<file path="src/design/prlf_pkg.sv">
// Shared types and constants for the paragraph reflow line filler.
// Item structs, command codes between front and back, and character codes.
package prlf_pkg;

  localparam logic [7:0] CH_SPACE    = 8'h20;
  localparam logic [7:0] CH_TAB      = 8'h09;
  localparam logic [7:0] CH_NL       = 8'h0A;
  localparam logic [7:0] WIDTH_RESET = 8'd75;

  typedef struct packed {
    logic [7:0] text_byte;
    logic       end_of_input;
  } in_t;

  typedef struct packed {
    logic [7:0] out_byte;
    logic       last_of_run;
  } out_t;

  typedef enum logic [1:0] {
    CMD_CHAR = 2'd0,
    CMD_SEP  = 2'd1,
    CMD_NL   = 2'd2,
    CMD_END  = 2'd3
  } cmd_e;

  typedef struct packed {
    cmd_e       kind;
    logic [7:0] data;
  } cmd_t;

  typedef enum logic [1:0] {
    MODE_NORMAL   = 2'd0,
    MODE_PENDING  = 2'd1,
    MODE_DROPPING = 2'd2
  } mode_e;

endpackage

</file>
<file path="src/design/prlf_ram.sv">
// Generic single-write, single-read RAM with registered read data.
// No dependencies.
module prlf_ram #(
  parameter int WIDTH = 8,
  parameter int DEPTH = 32
) (
  input  logic                                        clk_i,
  input  logic                                        we_i,
  input  logic [((DEPTH > 1) ? $clog2(DEPTH) : 1)-1:0] waddr_i,
  input  logic [WIDTH-1:0]                            wdata_i,
  input  logic                                        re_i,
  input  logic [((DEPTH > 1) ? $clog2(DEPTH) : 1)-1:0] raddr_i,
  output logic [WIDTH-1:0]                            rdata_o
);

  logic [WIDTH-1:0] mem_q [DEPTH];
  logic [WIDTH-1:0] rdata_q;

  always_ff @(posedge clk_i) begin
    if (we_i) begin
      mem_q[waddr_i] <= wdata_i;
    end
    if (re_i) begin
      rdata_q <= mem_q[raddr_i];
    end
  end

  assign rdata_o = rdata_q;

endmodule

</file>
<file path="src/design/prlf_fifo.sv">
// Small register queue with push/full and pop/empty sides.
// No dependencies; used for the command queue and the result queue.
module prlf_fifo #(
  parameter int WIDTH = 10,
  parameter int DEPTH = 4
) (
  input  logic             clk_i,
  input  logic             rst_ni,
  input  logic             push_i,
  input  logic [WIDTH-1:0] data_i,
  output logic             full_o,
  input  logic             pop_i,
  output logic [WIDTH-1:0] data_o,
  output logic             empty_o
);

  localparam int PW = (DEPTH > 1) ? $clog2(DEPTH) : 1;
  localparam int CW = $clog2(DEPTH + 1);

  logic [WIDTH-1:0] mem_q [DEPTH];
  logic [PW-1:0]    wr_q, wr_d, rd_q, rd_d;
  logic [CW-1:0]    cnt_q, cnt_d;
  logic             do_push, do_pop;

  assign full_o  = (cnt_q == CW'(DEPTH));
  assign empty_o = (cnt_q == '0);
  assign do_push = push_i & ~full_o;
  assign do_pop  = pop_i & ~empty_o;
  assign data_o  = mem_q[rd_q];

  always_comb begin
    wr_d  = wr_q;
    rd_d  = rd_q;
    cnt_d = cnt_q;
    if (do_push) begin
      wr_d = (wr_q == PW'(DEPTH - 1)) ? '0 : wr_q + 1'b1;
    end
    if (do_pop) begin
      rd_d = (rd_q == PW'(DEPTH - 1)) ? '0 : rd_q + 1'b1;
    end
    if (do_push && !do_pop) begin
      cnt_d = cnt_q + 1'b1;
    end else if (do_pop && !do_push) begin
      cnt_d = cnt_q - 1'b1;
    end
  end

  always_ff @(posedge clk_i or negedge rst_ni) begin
    if (!rst_ni) begin
      wr_q  <= '0;
      rd_q  <= '0;
      cnt_q <= '0;
    end else begin
      wr_q  <= wr_d;
      rd_q  <= rd_d;
      cnt_q <= cnt_d;
    end
  end

  always_ff @(posedge clk_i) begin
    if (do_push) begin
      mem_q[wr_q] <= data_i;
    end
  end

endmodule

</file>
<file path="src/design/prlf_front.sv">
// Front end: accepts input items and classifies each into a command.
// Depends on prlf_pkg.
module prlf_front (
  input  logic          push_i,
  input  prlf_pkg::in_t item_i,
  input  logic          cmd_full_i,
  output logic          cmd_push_o,
  output prlf_pkg::cmd_t cmd_o
);
  import prlf_pkg::*;

  assign cmd_push_o = push_i & ~cmd_full_i;

  always_comb begin
    cmd_o.data = item_i.text_byte;
    if (item_i.end_of_input) begin
      cmd_o.kind = CMD_END;
    end else if (item_i.text_byte == CH_NL) begin
      cmd_o.kind = CMD_NL;
    end else if (item_i.text_byte == CH_SPACE || item_i.text_byte == CH_TAB) begin
      cmd_o.kind = CMD_SEP;
    end else begin
      cmd_o.kind = CMD_CHAR;
    end
  end

endmodule

</file>
<file path="src/design/prlf_back.sv">
// Back end: word store, column and newline tracking, and byte emission.
// Depends on prlf_pkg and prlf_ram.
module prlf_back #(
  parameter int WORD_MAX = 32
) (
  input  logic           clk_i,
  input  logic           rst_ni,
  input  logic [7:0]     line_width_i,
  input  prlf_pkg::cmd_t cmd_i,
  input  logic           cmd_empty_i,
  output logic           cmd_pop_o,
  output prlf_pkg::out_t out_item_o,
  output logic           out_push_o,
  input  logic           out_full_i
);
  import prlf_pkg::*;

  localparam int AW    = (WORD_MAX > 1) ? $clog2(WORD_MAX) : 1;
  localparam int LEN_W = $clog2(WORD_MAX + 1);

  typedef enum logic [3:0] {
    ST_IDLE = 4'b0001,
    ST_SEP  = 4'b0010,
    ST_WORD = 4'b0100,
    ST_TAIL = 4'b1000
  } state_e;

  state_e           state_q, state_d;
  logic [LEN_W-1:0] len_q, len_d, wlen_q, wlen_d;
  logic [7:0]       col_q, col_d;
  mode_e            mode_q, mode_d;
  logic [AW-1:0]    idx_q, idx_d;
  logic [1:0]       tail_q, tail_d;
  logic [7:0]       sep_q, sep_d;

  logic             ram_we, ram_re;
  logic [AW-1:0]    ram_raddr;
  logic [7:0]       ram_rdata;

  prlf_ram #(
    .WIDTH(8),
    .DEPTH(WORD_MAX)
  ) u_word_ram (
    .clk_i  (clk_i),
    .we_i   (ram_we),
    .waddr_i(AW'(len_q)),
    .wdata_i(cmd_i.data),
    .re_i   (ram_re),
    .raddr_i(ram_raddr),
    .rdata_o(ram_rdata)
  );

  always_comb begin
    logic       flush;
    logic       fits;
    logic [8:0] sum;
    logic [7:0] col_f;
    logic       last_byte;

    state_d    = state_q;
    len_d      = len_q;
    wlen_d     = wlen_q;
    col_d      = col_q;
    mode_d     = mode_q;
    idx_d      = idx_q;
    tail_d     = tail_q;
    sep_d      = sep_q;
    cmd_pop_o  = 1'b0;
    out_push_o = 1'b0;
    out_item_o.out_byte    = ram_rdata;
    out_item_o.last_of_run = 1'b0;
    ram_we     = 1'b0;
    ram_re     = 1'b0;
    ram_raddr  = idx_q;

    flush     = (cmd_i.kind != CMD_CHAR) && (len_q != '0);
    sum       = {1'b0, col_q} + 9'd1 + 9'(len_q);
    fits      = (sum <= {1'b0, line_width_i});
    col_f     = col_q;
    last_byte = (LEN_W'(idx_q) == wlen_q - 1'b1);
    if (flush) begin
      col_f = (col_q != '0 && fits) ? sum[7:0] : 8'(len_q);
    end

    unique case (state_q)
      ST_IDLE: begin
        if (!cmd_empty_i) begin
          cmd_pop_o = 1'b1;
          tail_d    = 2'd0;
          case (cmd_i.kind)
            CMD_END: begin
              tail_d = (col_f != '0) ? 2'd1 : 2'd0;
              col_d  = '0;
              mode_d = MODE_NORMAL;
            end
            CMD_NL: begin
              col_d = col_f;
              if (mode_q == MODE_PENDING) begin
                tail_d = (col_f != '0) ? 2'd2 : 2'd1;
                col_d  = '0;
                mode_d = MODE_DROPPING;
              end else if (mode_q != MODE_DROPPING) begin
                mode_d = MODE_PENDING;
              end
            end
            CMD_SEP: begin
              col_d  = col_f;
              mode_d = MODE_NORMAL;
            end
            default: begin
              mode_d = MODE_NORMAL;
              if (len_q < LEN_W'(WORD_MAX)) begin
                ram_we = 1'b1;
                len_d  = len_q + 1'b1;
              end
            end
          endcase
          if (flush) begin
            wlen_d    = len_q;
            len_d     = '0;
            idx_d     = '0;
            ram_re    = 1'b1;
            ram_raddr = '0;
            sep_d     = fits ? CH_SPACE : CH_NL;
            state_d   = (col_q != '0) ? ST_SEP : ST_WORD;
          end else if (tail_d != 2'd0) begin
            state_d = ST_TAIL;
          end
        end
      end
      ST_SEP: begin
        out_item_o.out_byte = sep_q;
        if (!out_full_i) begin
          out_push_o = 1'b1;
          state_d    = ST_WORD;
        end
      end
      ST_WORD: begin
        out_item_o.last_of_run = last_byte && (tail_q == 2'd0);
        if (!out_full_i) begin
          out_push_o = 1'b1;
          if (last_byte) begin
            state_d = (tail_q != 2'd0) ? ST_TAIL : ST_IDLE;
          end else begin
            idx_d     = idx_q + 1'b1;
            ram_re    = 1'b1;
            ram_raddr = idx_q + 1'b1;
          end
        end
      end
      ST_TAIL: begin
        out_item_o.out_byte    = CH_NL;
        out_item_o.last_of_run = (tail_q == 2'd1);
        if (!out_full_i) begin
          out_push_o = 1'b1;
          tail_d     = tail_q - 1'b1;
          if (tail_q == 2'd1) begin
            state_d = ST_IDLE;
          end
        end
      end
      default: begin
        state_d = ST_IDLE;
      end
    endcase
  end

  always_ff @(posedge clk_i or negedge rst_ni) begin
    if (!rst_ni) begin
      state_q <= ST_IDLE;
      len_q   <= '0;
      wlen_q  <= '0;
      col_q   <= '0;
      mode_q  <= MODE_NORMAL;
      idx_q   <= '0;
      tail_q  <= '0;
    end else begin
      state_q <= state_d;
      len_q   <= len_d;
      wlen_q  <= wlen_d;
      col_q   <= col_d;
      mode_q  <= mode_d;
      idx_q   <= idx_d;
      tail_q  <= tail_d;
    end
  end

  always_ff @(posedge clk_i) begin
    sep_q <= sep_d;
  end

endmodule

</file>
<file path="src/design/paragraph_reflow_line_filler_unit.sv">
// Greedy paragraph reflow: one text byte or end marker per input item, reflowed
// bytes out. The front accepts one item per cycle, unless full is raised, into a
// CMD_DEPTH-entry command queue; the back pops a command only after it has written
// every byte of the previous one, one byte per cycle while the OUT_DEPTH-entry
// result queue is not full. A word, held in a WORD_MAX-byte RAM, is written out when
// a space, tab, newline or end marker ends it.
// Depends on prlf_pkg, prlf_front, prlf_fifo and prlf_back.
module paragraph_reflow_line_filler_unit #(
  parameter int WORD_MAX  = 32,
  parameter int CMD_DEPTH = 4,
  parameter int OUT_DEPTH = 4
) (
  input  logic           clk_i,
  input  logic           rst_ni,
  input  logic           push,
  output logic           full,
  input  prlf_pkg::in_t  in_item_i,
  output logic           empty,
  input  logic           pop,
  output prlf_pkg::out_t out_item_o,
  input  logic           cfg_we_i,
  input  logic [7:0]     cfg_wdata_i
);
  import prlf_pkg::*;

  logic [7:0] line_width_q;
  logic       cmd_push, cmd_pop, cmd_empty;
  cmd_t       cmd_in, cmd_out;
  logic       out_push, out_full;
  out_t       out_in;

  always_ff @(posedge clk_i or negedge rst_ni) begin
    if (!rst_ni) begin
      line_width_q <= WIDTH_RESET;
    end else if (cfg_we_i) begin
      line_width_q <= cfg_wdata_i;
    end
  end

  prlf_front u_front (
    .push_i    (push),
    .item_i    (in_item_i),
    .cmd_full_i(full),
    .cmd_push_o(cmd_push),
    .cmd_o     (cmd_in)
  );

  prlf_fifo #(
    .WIDTH($bits(cmd_t)),
    .DEPTH(CMD_DEPTH)
  ) u_cmd_q (
    .clk_i  (clk_i),
    .rst_ni (rst_ni),
    .push_i (cmd_push),
    .data_i (cmd_in),
    .full_o (full),
    .pop_i  (cmd_pop),
    .data_o (cmd_out),
    .empty_o(cmd_empty)
  );

  prlf_back #(
    .WORD_MAX(WORD_MAX)
  ) u_back (
    .clk_i       (clk_i),
    .rst_ni      (rst_ni),
    .line_width_i(line_width_q),
    .cmd_i       (cmd_out),
    .cmd_empty_i (cmd_empty),
    .cmd_pop_o   (cmd_pop),
    .out_item_o  (out_in),
    .out_push_o  (out_push),
    .out_full_i  (out_full)
  );

  prlf_fifo #(
    .WIDTH($bits(out_t)),
    .DEPTH(OUT_DEPTH)
  ) u_out_q (
    .clk_i  (clk_i),
    .rst_ni (rst_ni),
    .push_i (out_push),
    .data_i (out_in),
    .full_o (out_full),
    .pop_i  (pop),
    .data_o (out_item_o),
    .empty_o(empty)
  );

endmodule

</file>
<file path="config.mk">
export PLATFORM = sky130hd
export DESIGN_NAME = paragraph_reflow_line_filler_unit
export DESIGN_NICKNAME = d
export VERILOG_FILES = /design/src/design/prlf_pkg.sv /design/src/design/prlf_ram.sv /design/src/design/prlf_fifo.sv /design/src/design/prlf_front.sv /design/src/design/prlf_back.sv /design/src/design/paragraph_reflow_line_filler_unit.sv
export SDC_FILE = /design/constraint.sdc
export NUM_CORES = 1
export LEC_CHECK = 0
export ABC_AREA = 1
export BUFFER_PORTS_ARGS = -buffer_cell sky130_fd_sc_hd__buf_2
export CORE_UTILIZATION = 60
export DETAILED_ROUTE_END_ITERATION = 16
export GPL_ROUTABILITY_DRIVEN = 0
export PLACE_DENSITY = 0.74
export SLEW_MARGIN = 10
export SYNTH_ARGS = -nofsm -noshare
export SYNTH_HDL_FRONTEND = slang
export SYNTH_SLANG_ARGS = --single-unit
export TNS_END_PERCENT = 5
</file>
<file path="constraint.sdc">
create_clock -name clk_i -period 4.53 [get_ports clk_i]
set_input_delay 0.6795 -clock clk_i [delete_from_list [all_inputs] [get_ports clk_i]]
set_output_delay 0.6795 -clock clk_i [all_outputs]
set_load 0.01 [all_outputs]
</file>
==> impl_metrics.ini <==
[worst_setup_path]
cp_data_required_time_ns = 4.95
end_kind = flip-flop
crit_arrival_ns = 4.45
reg2reg_from = u_back.len_q[0]
path_common_cell = nand2_1
reg2reg_slack_ns = 0.50
slowest_delay_ns = 0.46
reg2reg_depth = 31
critPathSlowestCell = dfrtp_1
r2r_end = u_back.state_q[2]
worst-setup-path-type = flip-flop to flip-flop
cp_max_fo = 9
critPathLaunchType = flip-flop

[global_routing]
antenna_found_initial = 0
grt_pass1_wl_um = 64200
grt_max_degree = 129
grt_pass1_vias = 12200
grt_use_total_pct = 26.5
grt-ovfl-total = 0

[synth]
synth-edff-count = 342
synth_area_per_cell_um2 = 10.5
seq_area_frac_synth_pct = 62.9
synth_most_common_cell = edfxtp_1
syn_nets = 1825
syn_inst = 1762
synthTopCellsByArea = edfxtp_1, nand3_1, dfrtp_1, nand2_1, inv_1
ys_warn_count = 0
synth_area_mm2 = 0.0185
synth_cell_types = 50
synth_ff_type = edfxtp_1
ys_async_sr_fraction_pct = 13.9
ys_seq_elements = 397
netlist_top_cells_count = edfxtp_1, nand2_1, nand3_1, inv_1, nor2_1
synth_top_cell_area_share_pct = 55.4
yosysTopAreaCell = edfxtp_1

[die]
pin_count = 33
die_x_um = 178
die_h_um = 178
initial_utilization_pct = 61.7
dieArea_mm2 = 0.0316
row_count = 63
core_mm2 = 0.0300

[cts]
cts-resized-gates = 0
cts-buffers-inserted = 40
cts_root_buf = clkbuf_16
hold_buffers = 0
cts_tree = done
cts_buffer_depth = 3
cts_setup_buffers = 0
cts.clk_slew.worst_paths_ns = 0.06
htree_num_levels = 2
clock_latency_ns = 0.54
clkSinkCount = 397

[placed_design]
port_buffers = 32
placed_cell_area_mm2 = 0.0191
dp_hpwl_um = 24400
dp_slack_ns = 0.405

[sta]
timing.fmax_ghz = 0.248
setup-violations-final = 0
rsz0062_at_grt = no
finalHoldViolations = 0
fin_setup_tns_ns = 0
tightestPinTransition_ns = 0.999
finalCritPeriodShare_pct = 89.0
relSlewSlack_pct = 33.1
fin_worst_skew_ns = 0.0240
layout_min_cycle_time_ns = 4.03
slew_violations = 0
setup_ws_ns = 0.498

[drt]
drc_errors = 0
final_antenna_net_count = 0
wl_per_cell_um = 18.1
viasPerCell = 5.76
via_count = 12700
drt_pass1_iterations = 6
drtIter0Drc = 1191
wirelength_um = 40100

[layout]
drive_gt1_share_pct = 8.78
syn2layout_area_growth_pct = 10.1
n_antenna_cell = 0
layout.nets = 1856
fin_area_mm2 = 0.0204

[power]
p_per_area_mw_per_mm2 = 678
p_leak_nw = 8.37
irDropWorstVdd_uv = 549
clock_power_share_pct = 22.9
combPwrFrac_pct = 39.6
power.internal_w = 0.00837
netSwitchingFraction_pct = 39.4
p_seq_share_pct = 37.6
net-switching-power_w = 0.00545

[run]
max_cap_violations = 0

[outcome]
status = completed

[worst_hold_path]
worstHoldPathType = input port to asynchronous set/reset pin
-- power groups by stage --
stage          logic [W]  clock network, W  registers, W
5_1_grt          0.00605           0.00333       0.00523
2_1_floorplan    0.00371                 0       0.00521
6_report         0.00547           0.00316       0.00519
3_3_place_gp     0.00528                 0       0.00525
3_5_place_dp     0.00541                 0       0.00526
4_1_cts          0.00543           0.00320       0.00519
-- worst max-delay path by stage --
stage | from | endpoint | slack (ns) | cells after the start
2_1_floorplan | u_back.len_q[0] | u_back.state_q[2] | 0.87 | 31
3_3_place_gp | u_back.len_q[0] | u_back.state_q[2] | 0.50 | 31
3_5_place_dp | u_back.len_q[0] | u_back.state_q[2] | 0.41 | 31
4_1_cts | u_back.len_q[0] | u_back.state_q[2] | 0.40 | 31
5_1_grt | u_back.len_q[0] | u_back.state_q[2] | 0.09 | 31
6_report | u_back.len_q[0] | u_back.state_q[2] | 0.50 | 31
-- per-stage QoR --
step,util [%],power (W),cells,hold WS [ns]
after detailed placement,63.8,0.0107,2141,0.468
after global placement,63.8,0.0105,2141,0.465
after global routing,67.9,0.0146,2212,0.338
after floorplan,-,0.00892,1762,0.384
final,67.9,0.0138,2212,0.275
after CTS,67.9,0.0138,2212,0.294
-- metal layers --
layer,share of wire [%],track usage (%),up-vias
met1,42,36.8,6081
met2,47,43.0,518
li1,-,-,6059
met4,3.1,9.15,0
met5,0,0,-
met3,7.8,3.88,83
-- flip-flops by register name, summed over array words and instances (netlist names), 3 cells and up --
signal / count
u_back.u_word_ram.mem_q: 256
u_cmd_q.mem_q: 40
u_out_q.mem_q: 36
line_width_q: 8
u_back.col_q: 8
u_back.u_word_ram.rdata_o: 8
u_back.len_q: 6
u_back.wlen_q: 6
u_back.idx_q: 5
u_back.state_q: 4
u_cmd_q.cnt_q: 3
u_out_q.cnt_q: 3
-- worst max-delay path, delay by kind of cell, from the launching register on --
family / cells / cell delay (ns)
DFF: 1 / 0.46
adders and majority gates: 3 / 0.90
xor gates and xnor gates: 1 / 0.18
and+or+nand+nor: 21 / 1.83
buffers and inverters: 4 / 0.33
AOI/OAI and AO/OA: 2 / 0.23
-- cell usage in the layout (no fill, tap or decap), types with 21 or more instances in the layout --
cell type / instances
buf_4: 27
nand3_1: 279
edfxtp_1: 342
clkbuf_16: 41
buf_2: 32
a21oi_1: 21
inv_1: 251
ha_1: 38
dfrtp_1: 50
nand2_1: 290
nand3b_1: 106
o21ai_0: 69
nor2_1: 115
-- final cells by class --
type                       count  area, um2
fill                        2201       9630
sequential                   397      11700
clock buffer                  50       1060
clock inverter                21        183
inverter                     262        983
tap                          390        488
multi-input combinational   1027       5550
timing repair buffer          65        483
-- logic make-up (layout without fill, tap and decap cells) --
group | after synthesis | after routing | synth area share, %
buf+inv | 338 | 398 | 7.56
fa+ha+maj | 41 | 41 | 2.89
flops | 397 | 397 | 62.9
simple gates | 830 | 830 | 21.4
mux | 4 | 4 | 0.243
xor+xnor | 16 | 16 | 0.757
compound gates | 136 | 136 | 4.19
(Power assumes the default switching activity.)
